## config.mk

```make
export PLATFORM = sky130hd
export DESIGN_NAME = mhpq_cell
export DESIGN_NICKNAME = d
export VERILOG_FILES = /design/src/sv/assert_macros.svh /design/src/sv/mhpq_pkg.sv /design/src/sv/mhpq_cell.sv
export SDC_FILE = /design/constraint.sdc
export NUM_CORES = 1
export LEC_CHECK = 0
export BUFFER_PORTS_ARGS = -buffer_cell sky130_fd_sc_hd__clkbuf_2
export CORE_MARGIN = 10
export CORE_UTILIZATION = 40
export DETAILED_ROUTE_END_ITERATION = 16
export PLACE_DENSITY_LB_ADDON = 0.3
export RECOVER_POWER = 100
export SLEW_MARGIN = 20
export SYNTH_ARGS = -nofsm -noshare
export SYNTH_HDL_FRONTEND = slang
export SYNTH_SLANG_ARGS = --single-unit
```

## constraint.sdc

```tcl
create_clock -name clock -period 3.7 [get_ports clock]
set_input_delay 0.185 -clock clock [delete_from_list [all_inputs] [get_ports clock]]
set_output_delay 0.185 -clock clock [all_outputs]
set_load 0.01 [all_outputs]
```

## src/sv/assert_macros.svh

```systemverilog
// assertion macros used by the heap queue controller
`ifndef ASSERT_MACROS_SVH
`define ASSERT_MACROS_SVH

// checked at every rising clock edge outside reset
`define MHPQ_ASSERT(label, prop, msg) \
   label: assert property (@(posedge clock) disable iff (reset) prop) else $error(msg);

// checked at every rising clock edge, reset included
`define MHPQ_ASSERT_ALWAYS(label, prop, msg) \
   label: assert property (@(posedge clock) prop) else $error(msg);

`endif

```

## src/sv/mhpq_pkg.sv

```systemverilog
// types, constants and codes of the max heap priority queue
package mhpq_pkg;

   localparam int CAPACITY   = 128;
   localparam int DATA_WIDTH = 32;
   localparam int IDX_W      = (CAPACITY > 1) ? $clog2(CAPACITY) : 1;
   localparam int CNT_W      = $clog2(CAPACITY + 1);

   localparam logic [CNT_W-1:0] CAP_CNT = CNT_W'(CAPACITY);

   typedef enum logic [1:0] {
      FN_INSERT      = 2'd0,
      FN_REMOVE_MAX  = 2'd1,
      FN_REMOVE_EVEN = 2'd2,
      FN_PEEK        = 2'd3
   } func_type;

   typedef enum logic [1:0] {
      ST_DONE  = 2'd0,
      ST_EMPTY = 2'd1,
      ST_FULL  = 2'd2
   } status_type;

   typedef enum logic [1:0] {
      CELL_HOLD   = 2'd0,
      CELL_INSERT = 2'd1,
      CELL_SHIFT  = 2'd2
   } cell_op_type;

   typedef enum logic [1:0] {
      S_IDLE    = 2'd0,
      S_COMPACT = 2'd1,
      S_FINISH  = 2'd2
   } state_type;

   // command broadcast to every cell of the chain
   typedef struct packed {
      cell_op_type           op;
      logic                  append;
      logic [IDX_W-1:0]      app_idx;
      logic [DATA_WIDTH-1:0] bcast;
      logic [CNT_W-1:0]      count;
   } cell_cmd_type;

endpackage

```

## src/sv/mhpq_cell.sv

```systemverilog
// one cell of the sorted chain: holds one value, largest values toward cell zero
module mhpq_cell (
   input  logic                            clock,
   input  logic [mhpq_pkg::IDX_W-1:0]      cell_idx,
   input  mhpq_pkg::cell_cmd_type          cmd,
   input  logic                            left_ge,
   input  logic [mhpq_pkg::DATA_WIDTH-1:0] left_value,
   input  logic [mhpq_pkg::DATA_WIDTH-1:0] right_value,
   output logic [mhpq_pkg::DATA_WIDTH-1:0] value,
   output logic                            ge
);

   logic [mhpq_pkg::DATA_WIDTH-1:0] value_ff;
   logic [mhpq_pkg::DATA_WIDTH-1:0] value_in;
   logic                            occupied;

   assign occupied = mhpq_pkg::CNT_W'(cell_idx) < cmd.count;
   assign ge       = occupied && ($signed(value_ff) >= $signed(cmd.bcast));
   assign value    = value_ff;

   always_comb begin
      value_in = value_ff;
      unique case (cmd.op)
         mhpq_pkg::CELL_INSERT: begin
            // keep own value, take the new one, or move one place right
            if (ge) begin
               value_in = value_ff;
            end else if (left_ge) begin
               value_in = cmd.bcast;
            end else begin
               value_in = left_value;
            end
         end
         mhpq_pkg::CELL_SHIFT: begin
            if (cmd.append && (cmd.app_idx == cell_idx)) begin
               value_in = cmd.bcast;
            end else begin
               value_in = right_value;
            end
         end
         default: value_in = value_ff;
      endcase
   end

   always_ff @(posedge clock) begin
      value_ff <= value_in;
   end

endmodule

```

Yosys cells after proc, flatten, opt, wreduce, memory -nomap -nowiden. Cells that the tools add are included.

Order comparisons: 2. Equality and inequality tests: 4. Muxes and demuxes: 4. Reduce and logical (&&, ||, !) cells: 4.

Operator list (count): $mux W32 (3); $pmux W32 S2 (1); $ge A32 B32 Y1 (1); $lt A7 B8 Y1 (1); $eq A7 B7 Y1 (1); $eq A2 B1 Y1 const B (1); $eq A2 B2 Y1 const B (1); $logic_and A1 B1 Y1 (2); $ne A2 B2 Y1 const B (1); $reduce_and A2 Y1 (1); $reduce_bool A2 Y1 (1).

Flip-flop bits (word level): 32. Input port bits: 123. Output and inout port bits: 33. Logic and storage cells: 15.

Longest topological paths before layout.
Word-level depth: 4. Gate-level depth with buffers: 8. Gate-level depth less buffers: 8.

Worst setup path after synthesis. OpenSTA, ideal clock, no wires.

Path kind: register to register. Start point: register value_ff (netlist bit value[14]). End point: register value_ff (netlist bit value[0]), enable pin. Setup time: 425 ps. Arrival time: 3114 ps. Data required time: 3275 ps. Setup slack: 161 ps. Cell stages (with the launch flop): 8. Buffers on the path: 0. Clock period less this slack: 3539 ps. Cell sequence: edfxtp_1 ha_1 a21oi_1 nand2_1 a221o_1 o31ai_1 a31oi_1 o21ai_1.

Cells in the longest elaborated chain, start to end: 4.

RTL lines: from (decl) (RTL line mhpq_cell.sv:13) `logic [mhpq_pkg::DATA_WIDTH-1:0] value_ff;`; from (signal assigned) (RTL line mhpq_cell.sv:46) `value_ff <= value_in;`; $ge A32 B32 Y1 (RTL line mhpq_cell.sv:18) `assign ge = occupied && ($signed(value_ff) >= $signed(cmd.bcast));`; $logic_and A1 B1 Y1 (RTL line mhpq_cell.sv:18); $ne A2 B2 Y1 (no source line); $reduce_and A2 Y1 (no source line).

No other way between the ends. A chain may end at the register's enable or synchronous reset.

Worst setup path in the final report.
Start point: register value_ff (netlist bit value[14]). End point: register value_ff (netlist bit value[13]), enable pin.

The elaborated chain is that of the path after synthesis.

==> run summary <==
Outcome: finished, final reports clean
Area of the core: 6280 um^2
GRT Overall Usage: 16.0%
GPL Wtd Cong: 0.828
Slew HR: 25.0%
Final Max Tran Viols: 0
Crit path capture type: register
Max reg flops: 32
Total power draw: 1.08 mW
Worst-path fanout max: 16
Clock slew at reported path FFs: 0.06 ns
Diode count: 0
Synth cell types: 30
Initial Util: 40.9%
CP Buf/Inv Count: 1
Antenna Nets Post-Route: 0
Mapped Area: 2570 um^2
Sequential area share after synthesis: 37.4%
Synth Area in Adders: 18.5%
Number of global-route vias before repair: 2,943
CTS root buffer: clkbuf_8
Setup ws final: 0.768 ns
Power per Cell Area: 312 nW/um^2
GRT overflow: 0
I/O pin total: 156
Wire per inst: 16.9 um
FMAX: 0.341 GHz
Post-synthesis instance total: 259
Num rows: 29
Largest net degree at the start of global routing: 33
CP max-delay cell: o21ai_4
HPWL Detailed: 6980 um
Router iterations before antenna repair: 7
Synth Area per Inst: 9.91 um^2
CP max stage delay: 0.48 ns
# DRC: 0
PostCTS Resize Cnt: 0
Simple-gate area share of the yosys netlist: 7.80%
Total Neg Setup Slack: 0 ns
Final Hold Viols: 0
CTS H-tree depth: 2
Dpl ws: 0.805 ns
Synthesis-to-finish area growth: 34.2%
Clk_lat worst skew: 0.28 ns
Final setup fails: 0
Die Y: 100 um
Unrepaired setup endpoints after global routing: no
PortBufs: 155
CTS sink count: 32
Final #Nets: 576
Maximum root-to-sink buffer count: 2
CTS tree: done
CP arrival: 2.88 ns
Setup Buffers After CTS: 0
Via count: 2,606
WL final: 8310 um
Die Area: 10,000 um^2
Final Cycle Share: 79.2%
Worst EP required: 3.65 ns
Worst setup path class: register to register
Startpoint types: register
Main combinational cell family by area after synthesis: compound AO/OA/AOI/OAI gates
Synthesized flop and latch total: 32
Maxcap violations: 0
Peak supply drop: 177 uV
Die extent in x: 100 um
Hold Path Class: primary input to register
Synth Area in XOR/XNOR: 2.39%
Post-synthesis mux area share: 0.585%
Syn_nets: 420
Compound-Gate Fraction of Synth Area: 20.7%
Initial DRC Count: 153
Leakage: 1.82 nW
Final Util: 54.9%
Via density: 5.30
Hold_buf cts: 0
First-pass GRT wire length: 13,300 um
Worst path top cell family by delay: compound AO/OA/AOI/OAI gates
Worst-Margin Slew: 1.12 ns
YS warnings: 0
Shortest period the worst path allows: 2.93 ns
Layout cells sized above 1: 32.0%
Antenna violations before repair: 0
Final hold slack: 0.187 ns
CTS Buf Count: 5
Worst path cell trace: ha_1, a21oi_1, nand2_1, a221o_1, o31ai_1, a31oi_1, o21ai_4, clkbuf_1
Skew final: 0.00728 ns
cell families after synthesis:
family,count (synthesis)
buf+inv,80
compound gates,66
flops,32
simple gates,35
fa+ha+maj,38
mux,1
xor+xnor,7
tightest hold or removal path, cell delays in order:
cell	delay (ns)
clkbuf_2	0.08
a222oi_1	0.05
inv_1	0.05
path summary, 6_finish.rpt:
check,cells past startpoint,slack [ns],from,to
max,8,0.77,value[14],value[13]
max reg2reg,8,0.77,value[14],value[13]
min reg2reg,5,1.37,value[31],value[28]
min,3,0.19,right_value[1],value[1]
routing by layer:
| metal | part of all wire, % | up-vias | track usage (%) |
|---|---|---|---|
| met5 | 0 | - | 0 |
| met4 | 2.0 | 0 | 5.87 |
| met3 | 9.2 | 15 | 6.46 |
| met2 | 52 | 112 | 29.0 |
| met1 | 37 | 1184 | 16.2 |
| li1 | - | 1295 | - |
power by group:
part	internal [mW]	total [mW]	switching, mW	leakage, nW
logic	0.160	0.359	0.198	1.48
registers	0.454	0.476	0.0215	0.310
clock network	0.124	0.242	0.118	0.0391
total	0.738	1.08	0.338	1.82
Yosys cell counts, drive strengths merged:
| cell type | number | area share [%] |
|---|---|---|
| a21o | 4 | 1.2 |
| nand3 | 5 | 0.97 |
| edfxtp | 32 | 37 |
| a2111oi | 1 | 0.34 |
| nand2 | 4 | 0.58 |
| nand4 | 11 | 2.7 |
| inv | 71 | 10 |
| nor4 | 2 | 0.49 |
| xnor2 | 7 | 2.4 |
| ha | 38 | 19 |
| and2b | 3 | 1.1 |
| a222oi | 32 | 12 |
| o31ai | 1 | 0.29 |
| mux2 | 1 | 0.58 |
| nor2b | 3 | 0.73 |
| a31oi | 1 | 0.24 |
| nor3 | 2 | 0.39 |
| a221o | 1 | 0.39 |
| a211oi | 3 | 0.88 |
| buf | 3 | 1.3 |
| o31a | 1 | 0.34 |
| nand2b | 1 | 0.24 |
| a21oi | 16 | 3.1 |
| o211ai | 1 | 0.29 |
| clkbuf | 6 | 0.88 |
| a211o | 1 | 0.34 |
| nor2 | 4 | 0.58 |
| o21ai | 4 | 0.78 |
metrics by stage:
| step | cells | instance area [um^2] |
|---|---|---|
| 6_report | 492 | 3440 |
| 5_1_grt | 492 | 3440 |
| 4_1_cts | 492 | 3490 |
| 3_5_place_dp | 485 | 3420 |
| 3_3_place_gp | 485 | 3420 |
| 2_1_floorplan | 259 | 2570 |
area by class of cell:
| class | count | area, um^2 |
|---|---|---|
| fillers | 619 | 2830 |
| multi-input cells | 147 | 1290 |
| flip-flops and latches | 32 | 961 |
| repair buffers | 158 | 752 |
| inverters | 71 | 267 |
| well taps | 77 | 96.3 |
| clock buffers | 5 | 68.8 |
| clock inverters | 2 | 7.51 |
cells in the final DEF (no fill, tap or decap), types with 2 or more instances in the layout:
master | synthesis | routed
a211oi_1 | 3 | 3
a21o_1 | 4 | 4
a21oi_1 | 16 | 16
a222oi_1 | 32 | 32
and2b_4 | 2 | 2
buf_4 | 0 | 2
clkbuf_1 | 6 | 35
clkbuf_2 | 0 | 121
clkbuf_8 | 0 | 5
clkinv_1 | 0 | 2
edfxtp_1 | 32 | 32
ha_1 | 38 | 38
inv_1 | 71 | 71
nand2_1 | 4 | 4
nand3_1 | 5 | 5
nand4_1 | 11 | 11
nor2_1 | 4 | 3
nor2b_1 | 3 | 3
nor3_1 | 2 | 2
nor4_1 | 2 | 2
o21ai_0 | 3 | 3
xnor2_1 | 7 | 7
No activity file was read; power rests on OpenSTA's default activity.
