**src/sv/assert_macros.svh**
```systemverilog
// assertion macros used by the heap queue controller
`ifndef ASSERT_MACROS_SVH
`define ASSERT_MACROS_SVH

// checked at every rising clock edge outside reset
`define MHPQ_ASSERT(label, prop, msg) \
   label: assert property (@(posedge clock) disable iff (reset) prop) else $error(msg);

// checked at every rising clock edge, reset included
`define MHPQ_ASSERT_ALWAYS(label, prop, msg) \
   label: assert property (@(posedge clock) prop) else $error(msg);

`endif

```
**src/sv/mhpq_pkg.sv**
```systemverilog
// types, constants and codes of the max heap priority queue
package mhpq_pkg;

   localparam int CAPACITY   = 128;
   localparam int DATA_WIDTH = 32;
   localparam int IDX_W      = (CAPACITY > 1) ? $clog2(CAPACITY) : 1;
   localparam int CNT_W      = $clog2(CAPACITY + 1);

   localparam logic [CNT_W-1:0] CAP_CNT = CNT_W'(CAPACITY);

   typedef enum logic [1:0] {
      FN_INSERT      = 2'd0,
      FN_REMOVE_MAX  = 2'd1,
      FN_REMOVE_EVEN = 2'd2,
      FN_PEEK        = 2'd3
   } func_type;

   typedef enum logic [1:0] {
      ST_DONE  = 2'd0,
      ST_EMPTY = 2'd1,
      ST_FULL  = 2'd2
   } status_type;

   typedef enum logic [1:0] {
      CELL_HOLD   = 2'd0,
      CELL_INSERT = 2'd1,
      CELL_SHIFT  = 2'd2
   } cell_op_type;

   typedef enum logic [1:0] {
      S_IDLE    = 2'd0,
      S_COMPACT = 2'd1,
      S_FINISH  = 2'd2
   } state_type;

   // command broadcast to every cell of the chain
   typedef struct packed {
      cell_op_type           op;
      logic                  append;
      logic [IDX_W-1:0]      app_idx;
      logic [DATA_WIDTH-1:0] bcast;
      logic [CNT_W-1:0]      count;
   } cell_cmd_type;

endpackage

```
**src/sv/mhpq_ctrl.sv**
```systemverilog
// sequencer: decodes transactions, drives the cell chain and holds the result register
`include "assert_macros.svh"

module mhpq_ctrl (
   input  logic                            clock,
   input  logic                            reset,
   input  logic                            req_valid,
   output logic                            req_stall,
   input  logic [1:0]                      req_func,
   input  logic [31:0]                     req_new_value,
   output logic                            rsp_valid,
   input  logic                            rsp_stall,
   output logic [31:0]                     rsp_top_value,
   output logic [7:0]                      rsp_entry_count,
   output logic [1:0]                      rsp_status,
   input  logic [mhpq_pkg::DATA_WIDTH-1:0] head_value,
   output mhpq_pkg::cell_cmd_type          cmd
);

   mhpq_pkg::state_type          state_ff, state_in;
   logic [mhpq_pkg::CNT_W-1:0]   count_ff, count_in;
   logic [mhpq_pkg::CNT_W-1:0]   rem_ff, rem_in;
   logic [mhpq_pkg::CNT_W-1:0]   kept_ff, kept_in;
   mhpq_pkg::status_type         status_ff, status_in;
   logic                         rsp_valid_ff, rsp_valid_in;
   logic [31:0]                  top_ff, top_in;
   logic [7:0]                   ecount_ff, ecount_in;
   mhpq_pkg::status_type         rstatus_ff, rstatus_in;

   logic [mhpq_pkg::DATA_WIDTH-1:0]    new_ext;
   logic [mhpq_pkg::DATA_WIDTH+31:0]   new_wide;
   logic [mhpq_pkg::DATA_WIDTH+31:0]   head_wide;
   logic [mhpq_pkg::CNT_W+7:0]         count_wide;
   logic [mhpq_pkg::CNT_W-1:0]         app_pos;
   logic                               keep_head;
   logic                               out_free;
   logic                               accept;

   assign new_wide   = {{mhpq_pkg::DATA_WIDTH{req_new_value[31]}}, req_new_value};
   assign new_ext    = new_wide[mhpq_pkg::DATA_WIDTH-1:0];
   assign head_wide  = {32'b0, head_value};
   assign count_wide = {8'b0, count_ff};
   assign keep_head  = head_value[0];
   assign app_pos    = rem_ff + kept_ff - mhpq_pkg::CNT_W'(1);
   assign out_free   = !rsp_valid_ff || !rsp_stall;
   assign req_stall  = (state_ff != mhpq_pkg::S_IDLE);
   assign accept     = req_valid && !req_stall;

   always_comb begin
      state_in     = state_ff;
      count_in     = count_ff;
      rem_in       = rem_ff;
      kept_in      = kept_ff;
      status_in    = status_ff;
      rsp_valid_in = rsp_valid_ff && rsp_stall;
      top_in       = top_ff;
      ecount_in    = ecount_ff;
      rstatus_in   = rstatus_ff;
      cmd.op       = mhpq_pkg::CELL_HOLD;
      cmd.append   = 1'b0;
      cmd.app_idx  = app_pos[mhpq_pkg::IDX_W-1:0];
      cmd.bcast    = new_ext;
      cmd.count    = count_ff;
      unique case (state_ff)
         mhpq_pkg::S_IDLE: begin
            if (accept) begin
               status_in = mhpq_pkg::ST_DONE;
               state_in  = mhpq_pkg::S_FINISH;
               unique case (mhpq_pkg::func_type'(req_func))
                  mhpq_pkg::FN_INSERT: begin
                     if (count_ff >= mhpq_pkg::CAP_CNT) begin
                        status_in = mhpq_pkg::ST_FULL;
                     end else begin
                        cmd.op   = mhpq_pkg::CELL_INSERT;
                        count_in = count_ff + mhpq_pkg::CNT_W'(1);
                     end
                  end
                  mhpq_pkg::FN_REMOVE_MAX: begin
                     if (count_ff == '0) begin
                        status_in = mhpq_pkg::ST_EMPTY;
                     end else begin
                        cmd.op   = mhpq_pkg::CELL_SHIFT;
                        count_in = count_ff - mhpq_pkg::CNT_W'(1);
                     end
                  end
                  mhpq_pkg::FN_REMOVE_EVEN: begin
                     if (count_ff == '0) begin
                        status_in = mhpq_pkg::ST_EMPTY;
                     end else begin
                        rem_in   = count_ff;
                        kept_in  = '0;
                        state_in = mhpq_pkg::S_COMPACT;
                     end
                  end
                  default: begin
                  end
               endcase
            end
         end
         mhpq_pkg::S_COMPACT: begin
            // pop the head and append it behind the kept values when odd
            cmd.op     = mhpq_pkg::CELL_SHIFT;
            cmd.append = keep_head;
            cmd.bcast  = head_value;
            rem_in     = rem_ff - mhpq_pkg::CNT_W'(1);
            kept_in    = kept_ff + mhpq_pkg::CNT_W'(keep_head);
            if (rem_ff == mhpq_pkg::CNT_W'(1)) begin
               count_in = kept_ff + mhpq_pkg::CNT_W'(keep_head);
               state_in = mhpq_pkg::S_FINISH;
            end
         end
         mhpq_pkg::S_FINISH: begin
            if (out_free) begin
               rsp_valid_in = 1'b1;
               top_in       = (count_ff != '0) ? head_wide[31:0] : 32'b0;
               ecount_in    = count_wide[7:0];
               rstatus_in   = status_ff;
               state_in     = mhpq_pkg::S_IDLE;
            end
         end
         default: state_in = mhpq_pkg::S_IDLE;
      endcase
   end

   always_ff @(posedge clock) begin
      if (reset) begin
         state_ff     <= mhpq_pkg::S_IDLE;
         count_ff     <= '0;
         rsp_valid_ff <= 1'b0;
      end else begin
         state_ff     <= state_in;
         count_ff     <= count_in;
         rsp_valid_ff <= rsp_valid_in;
      end
   end

   always_ff @(posedge clock) begin
      rem_ff     <= rem_in;
      kept_ff    <= kept_in;
      status_ff  <= status_in;
      top_ff     <= top_in;
      ecount_ff  <= ecount_in;
      rstatus_ff <= rstatus_in;
   end

   assign rsp_valid       = rsp_valid_ff;
   assign rsp_top_value   = top_ff;
   assign rsp_entry_count = ecount_ff;
   assign rsp_status      = rstatus_ff;

   `MHPQ_ASSERT_ALWAYS(a_count_bound, reset || (count_ff <= mhpq_pkg::CAP_CNT),
      "count above capacity")
   `MHPQ_ASSERT(a_compact_span, (state_ff == mhpq_pkg::S_COMPACT) |->
      ((rem_ff != '0) && ((rem_ff + kept_ff) <= mhpq_pkg::CAP_CNT)),
      "compaction span out of range")
   `MHPQ_ASSERT(a_insert_grows, (accept && (req_func == mhpq_pkg::FN_INSERT) &&
      (count_ff < mhpq_pkg::CAP_CNT)) |=> (count_ff == $past(count_ff) + mhpq_pkg::CNT_W'(1)),
      "insert did not grow count")
   `MHPQ_ASSERT(a_finish_issues, ((state_ff == mhpq_pkg::S_FINISH) && out_free) |=>
      (rsp_valid_ff && (state_ff == mhpq_pkg::S_IDLE)), "finished transaction not issued")

endmodule

```
**config.mk**
```make
export PLATFORM = sky130hd
export DESIGN_NAME = mhpq_ctrl
export DESIGN_NICKNAME = d
export VERILOG_FILES = /design/src/sv/mhpq_pkg.sv /design/src/sv/mhpq_ctrl.sv
export VERILOG_INCLUDE_DIRS = /design/src /design/src/sv
export SDC_FILE = /design/constraint.sdc
export NUM_CORES = 1
export LEC_CHECK = 0
export BUFFER_PORTS_ARGS = -buffer_cell sky130_fd_sc_hd__buf_2
export CAP_MARGIN = 25
export CORE_ASPECT_RATIO = 0.5
export CORE_MARGIN = 2
export CORE_UTILIZATION = 25
export CTS_CLUSTER_SIZE = 12
export DETAILED_ROUTE_END_ITERATION = 8
export PLACE_DENSITY_LB_ADDON = 0.12
export SLEW_MARGIN = 15
export SYNTH_ARGS = -nofsm -noshare
export SYNTH_HDL_FRONTEND = slang
export SYNTH_SLANG_ARGS = --single-unit
```
**constraint.sdc**
```tcl
create_clock -name clock -period 4.45 [get_ports clock]
set_clock_uncertainty 0.2 [all_clocks]
set_input_delay 1.335 -clock clock [delete_from_list [all_inputs] [get_ports clock]]
set_output_delay 1.335 -clock clock [all_outputs]
set_load 0.05 [all_outputs]
```
---- After elaboration in Yosys (flattened, before gate mapping) ----
Cells that the tools add are included.
word-level totals
  bits in registers ....................... 71
  bits of input ports ..................... 70
  word-level logic and storage cells ...... 79
  output and inout port bits .............. 94
cells by class
  add/subtract/negate cells ............... 6
  mux-type cells .......................... 32
  equal/unequal tests ..................... 13
  reductions and logical operators ........ 18
  magnitude comparators ................... 1
operators by type and width
  kind                                                                number
  8-bit 2-to-1 mux                                                    10
  8-bit one-hot mux with 2 select lines                               4
  32-bit 2-to-1 mux                                                   1
  2-bit 2-to-1 mux                                                    8
  8-bit by 1-bit subtractor with 8-bit output, second input constant  2
  2-bit one-hot mux with 2 select lines                               3
  8-bit by 1-bit adder with 8-bit output                              1
  8-bit by 1-bit adder with 8-bit output, second input constant       1
  8-bit by 1-bit == test with 1-bit output, second input constant     1
  8-bit greater-or-equal comparator, second input constant            1
  8-bit zero test                                                     1
  2-bit inequality test, second input constant                        4
  8-bit nonzero test                                                  1
  7-bit adder                                                         1
  7-bit by 1-bit subtractor with 7-bit output, second input constant  1
  3-bit inequality test, second input constant                        2
  2-bit one-hot mux with 3 select lines                               1
  6-bit AND reduction                                                 1
  1-bit 2-to-1 mux                                                    5
  2-bit by 1-bit == test with 1-bit output, second input constant     2
  2-bit == test, second input constant                                2
  2-bit zero test                                                     2
  2-bit AND reduction                                                 2
  4-bit AND reduction                                                 1
  other kinds (8)                                                     12

---- Depth between registers and ports, before layout ----
  word-level depth ........................ 5
  depth in mapped cells ................... 11
  gate-level depth less buffers ........... 9

---- Worst setup path before layout ----
OpenSTA, ideal clock, no wires.
  path kind ............................... input-to-output
  start ................................... in req_func[1]
  end ..................................... out cmd[49] (netlist name)
  setup slack ............................. -0.279 ns
  stages .................................. 6
  required time ........................... 2.915 ns
  arrival ................................. 3.194 ns
  path through ............................ inv_1 ha_1 buf_2 buf_2 nand2_1 o21ai_0
RTL lines
  element          RTL line         text
  start, declared  mhpq_ctrl.sv:9   input logic [1:0] req_func,
  end, declared    mhpq_ctrl.sv:17  output mhpq_pkg::cell_cmd_type cmd

==> summary.txt <==
Clock tree
  • CTS Buffer Depth: 2
  • Clk_lat worst skew: 0.33 ns
  • H-tree depth: 3
  • Inserted Clock Buffers: 9
  • Post-CTS setup buffer count: 0
  • CTS tree: built
  • Clk slew on worst S/H paths: 0.06 ns
  • Post-CTS Hold Buffers: 0
  • Root Buffer: clkbuf_16
  • Cts repair resizes: 0
  • Sink Count: between 70 and 80

Synthesis
  • Ranking of synthesized cells by area: edfxtp_1, nand2_1, ha_1
  • Yosys top cell area share: between 40 and 50%
  • Largest family of logic cells by synthesized area: simple AND/OR/NAND/NOR gates
  • Synth Register Bits: between 70 and 80
  • Post-synth EDFFs: 60
  • Mux share of post-synthesis cell area: less than 1%
  • Synthesis Warnings: 0
  • Total nets after synthesis: 530
  • Post-synthesis compound-gate area fraction: roughly 9.1%
  • Xor-xnor portion of the synthesized cell area: about 5.6%
  • Adder-Cell Fraction of Synth Area: between 6 and 7%
  • Mapped Cells: between 400 and 500
  • Top_reg_cell synth: edfxtp_1
  • Area share of and/or/nand/nor cells after synthesis: 23.7%
  • Synthesized area: 4200 sq um
  • Distinct cell type count after synthesis: 53
  • Mapped Avg Cell Area: 9.59 sq um
  • Share of synthesized registers carrying an async set or reset: 0%
  • Seq/Total Area, Yosys: between 40% and 50%
  • Leading area contributor after synthesis: edfxtp_1

Worst hold path
  • Hold/Removal Path Class: flop to flop
  • Hold path cells: 0
  • Hold_sp: status_ff[1]
  • Hold Crit Endpoint: rsp_status[1]

Worst setup path
  • Kind of end point of the critical path: output pin
  • CP required: 2.91 ns
  • CP Max Fanout: 4
  • R2r setup slk: around 1.6 ns
  • Max stage delay cell, worst path: edfxtp_1
  • Worst Reg2Reg Path Length in Cells: 7
  • Worst r2r dst: count_ff[7]
  • WS Path Type: flop to output pin
  • CP max stage delay: between 0.4 and 0.5 ns
  • Crit path cell chain: inv_1 > ha_1 > inv_1 > ha_1 > a21o_1 > a21oi_1 > o21bai_1 > a21oi_1 > xnor2_1 > buf_2
  • Critical Path AT: approximately 2.6 ns
  • CP startpoint kind: flop
  • Critical R2R Launch: state_ff[0]

Finish
  • Nets: ~700
  • Area grow syn2layout: 32.9%
  • Final core utilization: between 30% and 40%
  • Fraction of layout cells with a size suffix above 1: about a third

Timing
  • TNS Setup: 0 ns
  • Crit share post-route: approximately nine tenths
  • Slew Viols, Final: 0
  • Minimum clock period: 4.09 ns
  • Final setup violating endpoints: 0
  • Slew HR: ~47%
  • Fmax achieved: between 200 and 250 MHz
  • RSZ-0062 raised after global routing: no
  • Worst Max-Slew Pin Slew: 0.794 ns
  • Final Hold Fails: 0

Place
  • Final RePlAce weighted congestion: 0.738
  • Port bufs: roughly 160
  • Final HPWL from detailed placement: about 8.6 mm

Floorplanning
  • Height of the die: around 96 um
  • I/O pin count: around 160
  • Row count: 33
  • Initial Util: approximately 26%
  • DIE AREA: around 18,000 sq um
  • Core Area: between 15,000 and 20,000 sq um
  • Die X: 187 um

Route
  • Initial detailed-routing violation count: 135
  • DR pass1 iterations: 4
  • Routed WL: about 12 mm
  • DRC viols: 0
  • Avg WL per Cell: ~14 um
  • Via density: approximately 4.3
  • Post-DRT Antenna Nets: 0
  • Vias: roughly 3.6k

Power and ir drop
  • Worst vdd ir: roughly 170 uV
  • Total power: roughly 2400 uW
  • Lkg Pwr: between 0.002 and 0.003 uW
  • Power density cells: roughly 430 nW/um^2

GRT
  • Largest net degree at the start of global routing: between 40 and 50
  • Initial antenna violation count: 0
  • First-pass GRT wire length: ~18 mm
  • Total track usage: 13.1%
  • Vias in the first global route: around 3.4k
  • Grt total ovfl: 0

Run status
  • Status: finished clean

Job
  • Maxcap violations: 0
[final cells by class]
cell class,instances,area [sq um]
Clock buffer,12,268
Tap cell,227,284
Multi-Input combinational cell,312,1950
Timing Repair Buffer,172,883
Clock inverter,4,52.6
Sequential cell,71,2020
Inverter,32,120
Antenna cell,1,2.50
Fill cell,1717,10800
[flip-flops by register name (all words and copies together), names as in the netlist]
register	count
count_ff	8
kept_ff	8
rem_ff	8
rsp_entry_count	8
rsp_status	2
rsp_top_value	32
rsp_valid	1
state_ff	2
status_ff	2
[how the worst max path moves through the flow]
stage | startpoint | to | slack, ns | cells after the start
after global routing | rem_ff[2] | cmd[46] | 0.16 | 10
after floorplan | req_func[1] | cmd[49] | 0.09 | 6
final | rem_ff[2] | cmd[46] | 0.36 | 10
after detailed placement | req_func[1] | cmd[49] | 0.63 | 6
after global placement | req_func[1] | cmd[49] | 0.64 | 6
after CTS | rem_ff[2] | cmd[46] | 0.32 | 10
[worst max-delay path: cells and delay by family, from the launching register on]
family	cells	cell delay, ns
AO/OA/AOI/OAI	4	0.69
adder cells (fa/ha/maj)	2	0.57
flip-flops	1	0.43
buffers and inverters	3	0.42
XOR/XNOR	1	0.13
[cell families after synthesis]
group / Yosys count
AO/OA/AOI/OAI: 55
XOR/XNOR: 27
adder cells (fa/ha/maj): 22
buffers and inverters: 55
flip-flops: 71
multiplexers: 4
AND/OR/NAND/NOR: 204
[layer usage]
| layer | global-route usage [%] | wire length [um] | vias to the layer above |
|---|---|---|---|
| li1 | - | - | 1791 |
| met1 | 17.7 | 5550 | 1672 |
| met2 | 21.0 | 5190 | 94 |
| met3 | 3.46 | 678 | 13 |
| met4 | 2.98 | 114 | 0 |
| met5 | 0 | 0 | - |
[synth_stat cells, types with 2 or more instances]
cell type	n
a211oi_2	2
a21o_1	2
a21oi_1	18
a31oi_1	2
and2_1	5
and2b_2	4
and3b_1	2
buf_2	5
buf_6	2
clkbuf_1	15
dfxtp_1	11
edfxtp_1	60
ha_1	21
inv_1	32
mux2i_1	4
nand2_1	111
nand2b_1	4
nand3_1	6
nand4_1	2
nor2_1	18
nor2b_1	31
nor3_1	2
nor3b_1	3
o211a_1	2
o21ai_0	14
o22ai_1	2
or2_2	3
or3_1	5
xnor2_1	19
xor2_1	8
[per-stage QoR]
| step | hold slack, ns | cell area, sq um | setup WS (ns) | instances |
|---|---|---|---|---|
| 2_1_floorplan | 0.200 | 4200 | 0.0950 | 438 |
| 3_3_place_gp | 0.206 | 5260 | 0.644 | 814 |
| 3_5_place_dp | 0.212 | 5260 | 0.626 | 814 |
| 4_1_cts | 0.225 | 5580 | 0.315 | 830 |
| 5_1_grt | 0.239 | 5580 | 0.160 | 830 |
| 6_report | 0.223 | 5580 | 0.358 | 831 |
[report_power, final]
group	switching [uW]	total, uW	leakage, uW	internal, uW
Combinational	556	769	0.00171	212
Clock	280	764	0.000146	484
Sequential	40.5	846	0.000657	806
[cells in the final DEF (no fill, tap or decap), types with 3 or more instances in the layout]
master and instances:
and2_1 5, xor2_1 8, nor2b_1 31, a21oi_1 17, buf_4 9, edfxtp_1 60, mux2i_1 4, clkinvlp_4 3
clkbuf_16 10, nor3b_1 3, nand3_1 6, inv_1 32, nand2_1 111, ha_1 21, xnor2_1 19, o21ai_0 13
or2_2 3, dfxtp_1 11, nor2_1 18, and2b_2 4, buf_2 163, or3_1 5, nand2b_1 3
No activity file was read; power rests on OpenSTA's default activity.
